<file path="config.mk">
export PLATFORM = sky130hd
export DESIGN_NAME = tm_ctrl
export DESIGN_NICKNAME = d
export VERILOG_FILES = /design/src/sv/assert_macros.svh /design/src/sv/tm_pkg.sv /design/src/sv/tm_ctrl.sv
export SDC_FILE = /design/constraint.sdc
export NUM_CORES = 1
export LEC_CHECK = 0
export BUFFER_PORTS_ARGS = -buffer_cell sky130_fd_sc_hd__buf_2
export CAP_MARGIN = 20
export CELL_PAD_IN_SITES_DETAIL_PLACEMENT = 0
export CELL_PAD_IN_SITES_GLOBAL_PLACEMENT = 1
export CORE_MARGIN = 1.5
export CORE_UTILIZATION = 30
export CTS_CLUSTER_SIZE = 12
export DETAILED_ROUTE_END_ITERATION = 7
export PLACE_DENSITY_LB_ADDON = 0.1
export SLEW_MARGIN = 20
export SYNTH_ARGS = -nofsm -noshare
export SYNTH_HDL_FRONTEND = slang
export SYNTH_SLANG_ARGS = --single-unit
export TNS_END_PERCENT = 10
</file>
<file path="constraint.sdc">
create_clock -name clk -period 2.1 [get_ports clk]
set_clock_uncertainty 0.15 [all_clocks]
set_input_delay 0 -clock clk [delete_from_list [all_inputs] [get_ports clk]]
set_output_delay 0 -clock clk [all_outputs]
set_load 0.02 [all_outputs]
</file>
<file path="src/sv/assert_macros.svh">
// Assertion helpers shared by the RTL. Each use sits on a line of its own.
`ifndef ASSERT_MACROS_SVH
`define ASSERT_MACROS_SVH

// Same-cycle implication, checked on every rising edge outside reset.
`define TM_ASSERT_IMP(lbl, ante, cons) \
  lbl: assert property (@(posedge clk) disable iff (rst) (ante) |-> (cons)) \
    else $error("tetration_modulo: assertion failed");

// Next-cycle implication, checked on every rising edge outside reset.
`define TM_ASSERT_NXT(lbl, ante, cons) \
  lbl: assert property (@(posedge clk) disable iff (rst) (ante) |=> (cons)) \
    else $error("tetration_modulo: assertion failed");

`endif

</file>
<file path="src/sv/tm_pkg.sv">
package tm_pkg;

  // Default configuration.
  localparam int MOD_WIDTH_DEF  = 32;
  localparam int MAX_LEVELS_DEF = 64;

  // Fixed field widths.
  localparam int BASE_W   = 64;
  localparam int HEIGHT_W = 64;
  localparam int MODF_W   = 32;
  localparam int RESULT_W = 32;
  localparam int DIV_W    = 64;

  // Controller states.
  typedef enum logic [4:0] {
    S_IDLE, S_CHECK, S_BUILD, S_TLOOP, S_TDIV1, S_TDT, S_TDIVT, S_TWH, S_TDIVW,
    S_TTDIV, S_STORE, S_LDIV, S_UNW, S_MI, S_PSTART, S_PXDIV, S_PSTEP, S_VCHK,
    S_VDIV, S_PSHIFT, S_XMUL, S_XCHK, S_XDIV, S_ADD, S_ADD2, S_FDIV, S_OUT
  } state_t;

  // Datapath operations.
  typedef enum logic [4:0] {
    OP_NONE, OP_SPECIAL, OP_CHAIN0, OP_TOT_INIT, OP_DIV_VP, OP_DIV_TP, OP_DIV_TV,
    OP_DIV_AC, OP_DIV_AMI, OP_DIV_PROD, OP_DIV_VAL, OP_SET_V_Q, OP_P_INC,
    OP_MUL_T_QP, OP_MUL_T_QV, OP_STORE, OP_LEAF1, OP_LEAF_ADD, OP_UNW_DEC,
    OP_MI_LOAD, OP_PW_ONE, OP_PW_XINIT, OP_MUL_V, OP_MUL_X, OP_V_PROD, OP_V_REM,
    OP_X_PROD, OP_X_REM, OP_E_SHIFT, OP_MUL_CM, OP_VAL_ADD, OP_RES_REM
  } op_t;

  typedef struct packed {
    logic ready;
    op_t  op;
    logic out_load;
  } cmd_t;

  typedef struct packed {
    logic div_done;
    logic rem_zero;
    logic special;
    logic chain_go;
    logic cur_one;
    logic psq_le;
    logic tv_gt1;
    logic val_zero;
    logic e_odd;
    logic e_last;
    logic prod_ge;
    logic k_zero;
    logic out_free;
  } stat_t;

endpackage

</file>
<file path="src/sv/tm_ctrl.sv">
module tm_ctrl import tm_pkg::*; (
  input  logic  clk,
  input  logic  rst,
  input  logic  in_valid,
  input  stat_t stat,
  output cmd_t  cmd
);

  state_t state, state_next;

  // State register.
  always_ff @(posedge clk) begin
    if (rst) begin
      state <= S_IDLE;
    end else begin
      state <= state_next;
    end
  end

  // Next state.
  always_comb begin
    state_next = state;
    case (state)
      S_IDLE:   if (in_valid) state_next = S_CHECK;
      S_CHECK:  state_next = stat.special ? S_OUT : S_BUILD;
      S_BUILD: begin
        if (stat.chain_go) state_next = S_TLOOP;
        else if (stat.cur_one) state_next = S_UNW;
        else state_next = S_LDIV;
      end
      S_TLOOP: begin
        if (stat.psq_le) state_next = S_TDIV1;
        else if (stat.tv_gt1) state_next = S_TTDIV;
        else state_next = S_STORE;
      end
      S_TDIV1:  if (stat.div_done) state_next = stat.rem_zero ? S_TDT : S_TLOOP;
      S_TDT:    state_next = S_TDIVT;
      S_TDIVT:  if (stat.div_done) state_next = S_TWH;
      S_TWH:    state_next = S_TDIVW;
      S_TDIVW:  if (stat.div_done) state_next = stat.rem_zero ? S_TWH : S_TLOOP;
      S_TTDIV:  if (stat.div_done) state_next = S_STORE;
      S_STORE:  state_next = S_BUILD;
      S_LDIV:   if (stat.div_done) state_next = S_UNW;
      S_UNW:    state_next = stat.k_zero ? S_FDIV : S_MI;
      S_MI:     state_next = S_PSTART;
      S_PSTART: state_next = stat.val_zero ? S_ADD : S_PXDIV;
      S_PXDIV:  if (stat.div_done) state_next = S_PSTEP;
      S_PSTEP:  state_next = stat.e_odd ? S_VCHK : S_PSHIFT;
      S_VCHK:   state_next = stat.prod_ge ? S_VDIV : S_PSHIFT;
      S_VDIV:   if (stat.div_done) state_next = S_PSHIFT;
      S_PSHIFT: state_next = stat.e_last ? S_ADD : S_XMUL;
      S_XMUL:   state_next = S_XCHK;
      S_XCHK:   state_next = stat.prod_ge ? S_XDIV : S_PSTEP;
      S_XDIV:   if (stat.div_done) state_next = S_PSTEP;
      S_ADD:    state_next = S_ADD2;
      S_ADD2:   state_next = S_UNW;
      S_FDIV:   if (stat.div_done) state_next = S_OUT;
      S_OUT:    if (stat.out_free) state_next = S_IDLE;
      default:  state_next = S_IDLE;
    endcase
  end

  // Commands to the datapath.
  always_comb begin
    cmd.ready    = 1'b0;
    cmd.op       = OP_NONE;
    cmd.out_load = 1'b0;
    case (state)
      S_IDLE:   cmd.ready = 1'b1;
      S_CHECK:  cmd.op = stat.special ? OP_SPECIAL : OP_CHAIN0;
      S_BUILD: begin
        if (stat.chain_go) cmd.op = OP_TOT_INIT;
        else if (stat.cur_one) cmd.op = OP_LEAF1;
        else cmd.op = OP_DIV_AC;
      end
      S_TLOOP: begin
        if (stat.psq_le) cmd.op = OP_DIV_VP;
        else if (stat.tv_gt1) cmd.op = OP_DIV_TV;
      end
      S_TDIV1:  if (stat.div_done) cmd.op = stat.rem_zero ? OP_SET_V_Q : OP_P_INC;
      S_TDT:    cmd.op = OP_DIV_TP;
      S_TDIVT:  if (stat.div_done) cmd.op = OP_MUL_T_QP;
      S_TWH:    cmd.op = OP_DIV_VP;
      S_TDIVW:  if (stat.div_done) cmd.op = stat.rem_zero ? OP_SET_V_Q : OP_P_INC;
      S_TTDIV:  if (stat.div_done) cmd.op = OP_MUL_T_QV;
      S_STORE:  cmd.op = OP_STORE;
      S_LDIV:   if (stat.div_done) cmd.op = OP_LEAF_ADD;
      S_UNW:    cmd.op = stat.k_zero ? OP_DIV_VAL : OP_UNW_DEC;
      S_MI:     cmd.op = OP_MI_LOAD;
      S_PSTART: cmd.op = stat.val_zero ? OP_PW_ONE : OP_DIV_AMI;
      S_PXDIV:  if (stat.div_done) cmd.op = OP_PW_XINIT;
      S_PSTEP:  if (stat.e_odd) cmd.op = OP_MUL_V;
      S_VCHK:   cmd.op = stat.prod_ge ? OP_DIV_PROD : OP_V_PROD;
      S_VDIV:   if (stat.div_done) cmd.op = OP_V_REM;
      S_PSHIFT: cmd.op = OP_E_SHIFT;
      S_XMUL:   cmd.op = OP_MUL_X;
      S_XCHK:   cmd.op = stat.prod_ge ? OP_DIV_PROD : OP_X_PROD;
      S_XDIV:   if (stat.div_done) cmd.op = OP_X_REM;
      S_ADD:    cmd.op = OP_MUL_CM;
      S_ADD2:   cmd.op = OP_VAL_ADD;
      S_FDIV:   if (stat.div_done) cmd.op = OP_RES_REM;
      S_OUT:    cmd.out_load = stat.out_free;
      default:  cmd.op = OP_NONE;
    endcase
  end

endmodule

</file>
* Yosys cells after proc, flatten, opt, wreduce, memory -nomap -nowiden
Index checks and enable logic that the tools add are counted.
** Cells by class
- Reductions and logical operators :: 4
- Mux-type cells :: 46
- Equal/unequal tests :: 36
** Operator list (count)
- case mux 5 bit (26 select lines) :: 1
- 2-to-1 mux 5 bit :: 25
- case mux 5 bit (24 select lines) :: 1
- equality test 5 bit, second input constant :: 11
- equality test 5 x 4 -> 1 bit, second input constant :: 8
- 2-to-1 mux 3 bit :: 7
- equality test 5 x 3 -> 1 bit, second input constant :: 4
- 2-to-1 mux 4 bit :: 5
- != test 2 bit, second input constant :: 9
- equality test 5 x 2 -> 1 bit, second input constant :: 2
- AND reduction 10 bit :: 1
- 2-to-1 mux 2 bit :: 4
- equality test 5 x 1 -> 1 bit, second input constant :: 1
- zero test 5 bit :: 1
- OR reduction 2 bit :: 2
- 2-to-1 mux 1 bit :: 3
- != test 2 x 1 -> 1 bit, second input constant :: 1
** Storage, ports and cells
- Output and inout bits :: 7
- Bits in registers :: 5
- Bits of input ports :: 16
- Logic and storage cells :: 87

* Logic depth before layout (Yosys ltp)
- Depth after elaboration :: 4
- Mapped depth :: 7
- Mapped depth without buffers :: 5

* Worst setup path after synthesis
No wires, ideal clock.
- Kind :: register to register
- Start :: register state[0]
- End :: register state[3]
- Cell stages (with the launch flop) :: 6
- Data required time :: 1.830 ns
- Clock period less this slack :: 1.784 ns
- Path slack :: 0.316 ns
- Arrival :: 1.514 ns
- Setup time :: 0.120 ns
- Buffers on the path :: 0
- Path through :: dfxtp_1 -> and2b_4 -> nor4b_1 -> a2111oi_4 -> o311a_1 -> o22ai_1
** On the way
- Word-level cells in the longest chain between the ends :: 4
- Elaborated cells on any way between the ends :: 40
- Those cells by class :: eq/ne (36); mux (1); reduce/logical (3)
** Ends and longest elaborated chain
- start: declaration :: line tm_ctrl.sv:9 : state_t state, state_next;
- start signal: assignment :: line tm_ctrl.sv:16 : state <= state_next;
- equality test 5 bit or equality test 5 x 4 -> 1 bit (tied branches) :: line tm_ctrl.sv:23 : case (state)
- OR reduction 2 bit (no source line)
- != test 2 x 1 -> 1 bit (no source line)
- AND reduction 10 bit (no source line)
Parallel ways exist; a longest one is shown, timed or not.
A chain may end at the register's enable or synchronous reset.

==> reports/results.txt <==
status: finished clean
crit path from: state[4]$_SDFFE_PP0P_
mean area per synthesized cell: 6.58 um^2
Fin. Hold Viols: 0
critical-path maximum fanout: 11
routability cong.: 0.908
vias per cell: 5.99
most common cell after layout, fill and taps aside: buf_4
CP Capture Type: primary output
r2r setup slk: 0.04 ns
most flop-heavy register: state
clock share of power: 7.5%
initial antenna violation count: 0
Sw Ratio: 50.7%
Tot GR Track Use: 21.4%
worst hold endpoint: state[3]$_SDFFE_PP0P_
number of synthesized flops with an enable pin: 0
Mapped Area: 0.00116 mm^2
Max Clk Rate: 0.480 GHz
critical path's slowest cell: a2111oi_2
WHS: 0.0495 ns
worst skew pair latency: 0.22 ns
TritonCTS clock tree: built
Syn. warnings: 0
syn_nets: 192
Die Span X: 65.1 um
vias in the first global route: 1,436
Crit Path Class: reg -> out
fin crit period: 2.08 ns
post-synthesis cell type count: 56
sequential area share after synthesis: 8.65%
CP startpoint kind: flip-flop
Regs by FF count: state: 5 flops
first-pass GRT wire length: 7.04 mm
switching pwr: 1.19 mW
Antenna Cells: 0
period utilization: 99.3%
port buffer count: 22
max FFs per register: 5
CP Cell Sequence: buf_4 > nor2b_2 > a41o_1 > a2111oi_2 > buf_4 > o21ai_1 > buf_4
Reg2Reg Depth: 7
CP Data Required Time: 1.95 ns
drt initial violations: 115
gr ovfl total: 0
worst r2r src: state[3]$_SDFFE_PP0P_
clk slew on worst S/H paths: 0.03 ns
Core Box Area: 0.00369 mm^2
Die ar.: 0.00424 mm^2
Final Max Tran Viols: 0
VDD IR max: 0.455 mV
worst hold path depth: 3
Worst Tran Pin Value: 0.562 ns
commonest cells after routing, fill and taps aside: buf_4, nor2_1, buf_2
post-route ant nets: 0
cts bufs inserted: 3
DRC violations left: 0
via count: 1,552
Final Total Pwr: 2.35 mW
Area growth, synth to finish: 41.3%
chip height: 65.1 um
CTS Sinks: 5
met3 Resource Use GR: 1.88%
share of post-route cells with drive strength above 1: 34.6%
GRT Max-Usage Layer: met2
Total Wirelength: 4.77 mm
final setup fails: 0
fin util: 44.3%
Internal Power: 1.16 mW
row cnt: 22
post-detail-place hpwl: 3.48 mm
sequential share of power: 8.5%
Async S/R FF share, synth: 0%
RSZ-0062 raised after global routing: yes
fin nets: 228
Hold Crit Class: in -> reg
Synth Instances: 176
drt wl/cell: 18.4 um
FILL cells: 417
MaxCap Viol Count: 0
most used cell, CP: buf_4
largest net degree at the start of global routing: 30
RR Endpoint: state[1]$_SDFFE_PP0P_
Max transition margin: 62.4%
setup_tns: 0 ns
Top Ports: 23
hold_sp: stat[5]
GR Util met1: 28.3%
Worst EP arrival: 1.93 ns
CTS Buffer Depth: 2
Logic pwr share: 84.0%
Pwr Density: 1440 mW/mm^2
Pre-antenna DRT Iters: 4
Yosys reg bits: 5
ys flop type: dfxtp_1
met2 usage: 38.5%
Root Driver: clkbuf_8
Static Leak: 0.618 nW
CP max stage delay: 0.39 ns
initial core utilization: 31.4%
htree depth: 1
metal layers:
metal / vias up / routed length, um / share of wire, %
met5: - / 0 / 0
met3: 2 / 98 / 2.1
met4: 0 / 33 / 0.69
met2: 30 / 2410 / 50
met1: 768 / 2230 / 47
li1: 752 / - / -
final cells by class:
| class | instances | area, um^2 | share of cell area, % |
|---|---|---|---|
| clock buffers | 4 | 45.0 | 2.75 |
| inverters | 5 | 18.8 | 1.15 |
| multi-input cells | 150 | 1040 | 63.7 |
| flip-flops and latches | 5 | 105 | 6.43 |
| well taps | 48 | 60.1 | 3.67 |
| repair buffers | 47 | 365 | 22.3 |
through the flow:
stage | setup slack [ns] | cell area [um^2] | instances
global placement | -0.0652 | 1450 | 252
CTS | -0.0178 | 1550 | 257
global route | -0.0498 | 1640 | 259
detailed placement | -0.0834 | 1450 | 252
finish | 0.0152 | 1640 | 259
floorplan | 0.316 | 1160 | 176
power groups by stage:
stage | logic [mW] | clock network (mW) | registers (mW)
2_1_floorplan | 1.15 | 0 | 0.158
3_3_place_gp | 1.76 | 0 | 0.178
3_5_place_dp | 1.76 | 0 | 0.180
4_1_cts | 1.83 | 0.179 | 0.184
5_1_grt | 2.11 | 0.186 | 0.204
6_report | 1.97 | 0.176 | 0.199
cells in the mapped netlist (3+ instances only):
cell | number | area share (%)
clkbuf_1 | 6 | 1.9
o21ai_0 | 10 | 4.3
dfxtp_1 | 5 | 8.6
nand2_1 | 12 | 3.9
a311oi_1 | 3 | 2.3
o21ai_1 | 3 | 1.3
a21oi_1 | 12 | 5.2
mux2i_1 | 3 | 2.6
nor3_1 | 11 | 4.8
inv_1 | 4 | 1.3
nand2b_1 | 8 | 4.3
a211oi_1 | 3 | 1.9
a31oi_1 | 4 | 2.2
a2111oi_0 | 3 | 2.3
nand3_1 | 3 | 1.3
buf_2 | 9 | 3.9
nor2_1 | 19 | 6.2
o32ai_1 | 4 | 3.0
nor2b_1 | 9 | 4.9
what timing repair did:
action | in CTS | in global routing
hold endpoints to repair | 5 | 0
cloned | 0 | 2
endpoints found under the setup margin | 4 | 9
hold buffers | 1 | 0
pin swaps | 4 | 3
gates resized for setup | 13 | 13
buffers inserted | 1 | 0
how the worst max path moves through the flow:
| stage | cells past startpoint | to |
|---|---|---|
| floorplan | 5 | state[3]$_SDFFE_PP0P_ |
| global placement | 7 | state[1]$_SDFFE_PP0P_ |
| detailed placement | 7 | state[1]$_SDFFE_PP0P_ |
| finish | 7 | cmd[1] |
| CTS | 7 | state[1]$_SDFFE_PP0P_ |
| global route | 7 | state[1]$_SDFFE_PP0P_ |
kinds of logic after synthesis:
| kind of cell | Yosys count | synth area share, % |
|---|---|---|
| mux | 3 | 2.59 |
| buf+inv | 22 | 8.11 |
| compound gates | 66 | 42.8 |
| flops | 5 | 8.65 |
| simple gates | 80 | 37.8 |
worst max-delay path, delay by kind of cell (launching register included):
family / cells / cell delay [ns]
AOI/OAI and AO/OA: 3 / 0.72
and+or+nand+nor: 1 / 0.18
buffers and inverters: 3 / 0.49
DFF: 1 / 0.32
Note: power is estimated with default switching activity, not from simulation.
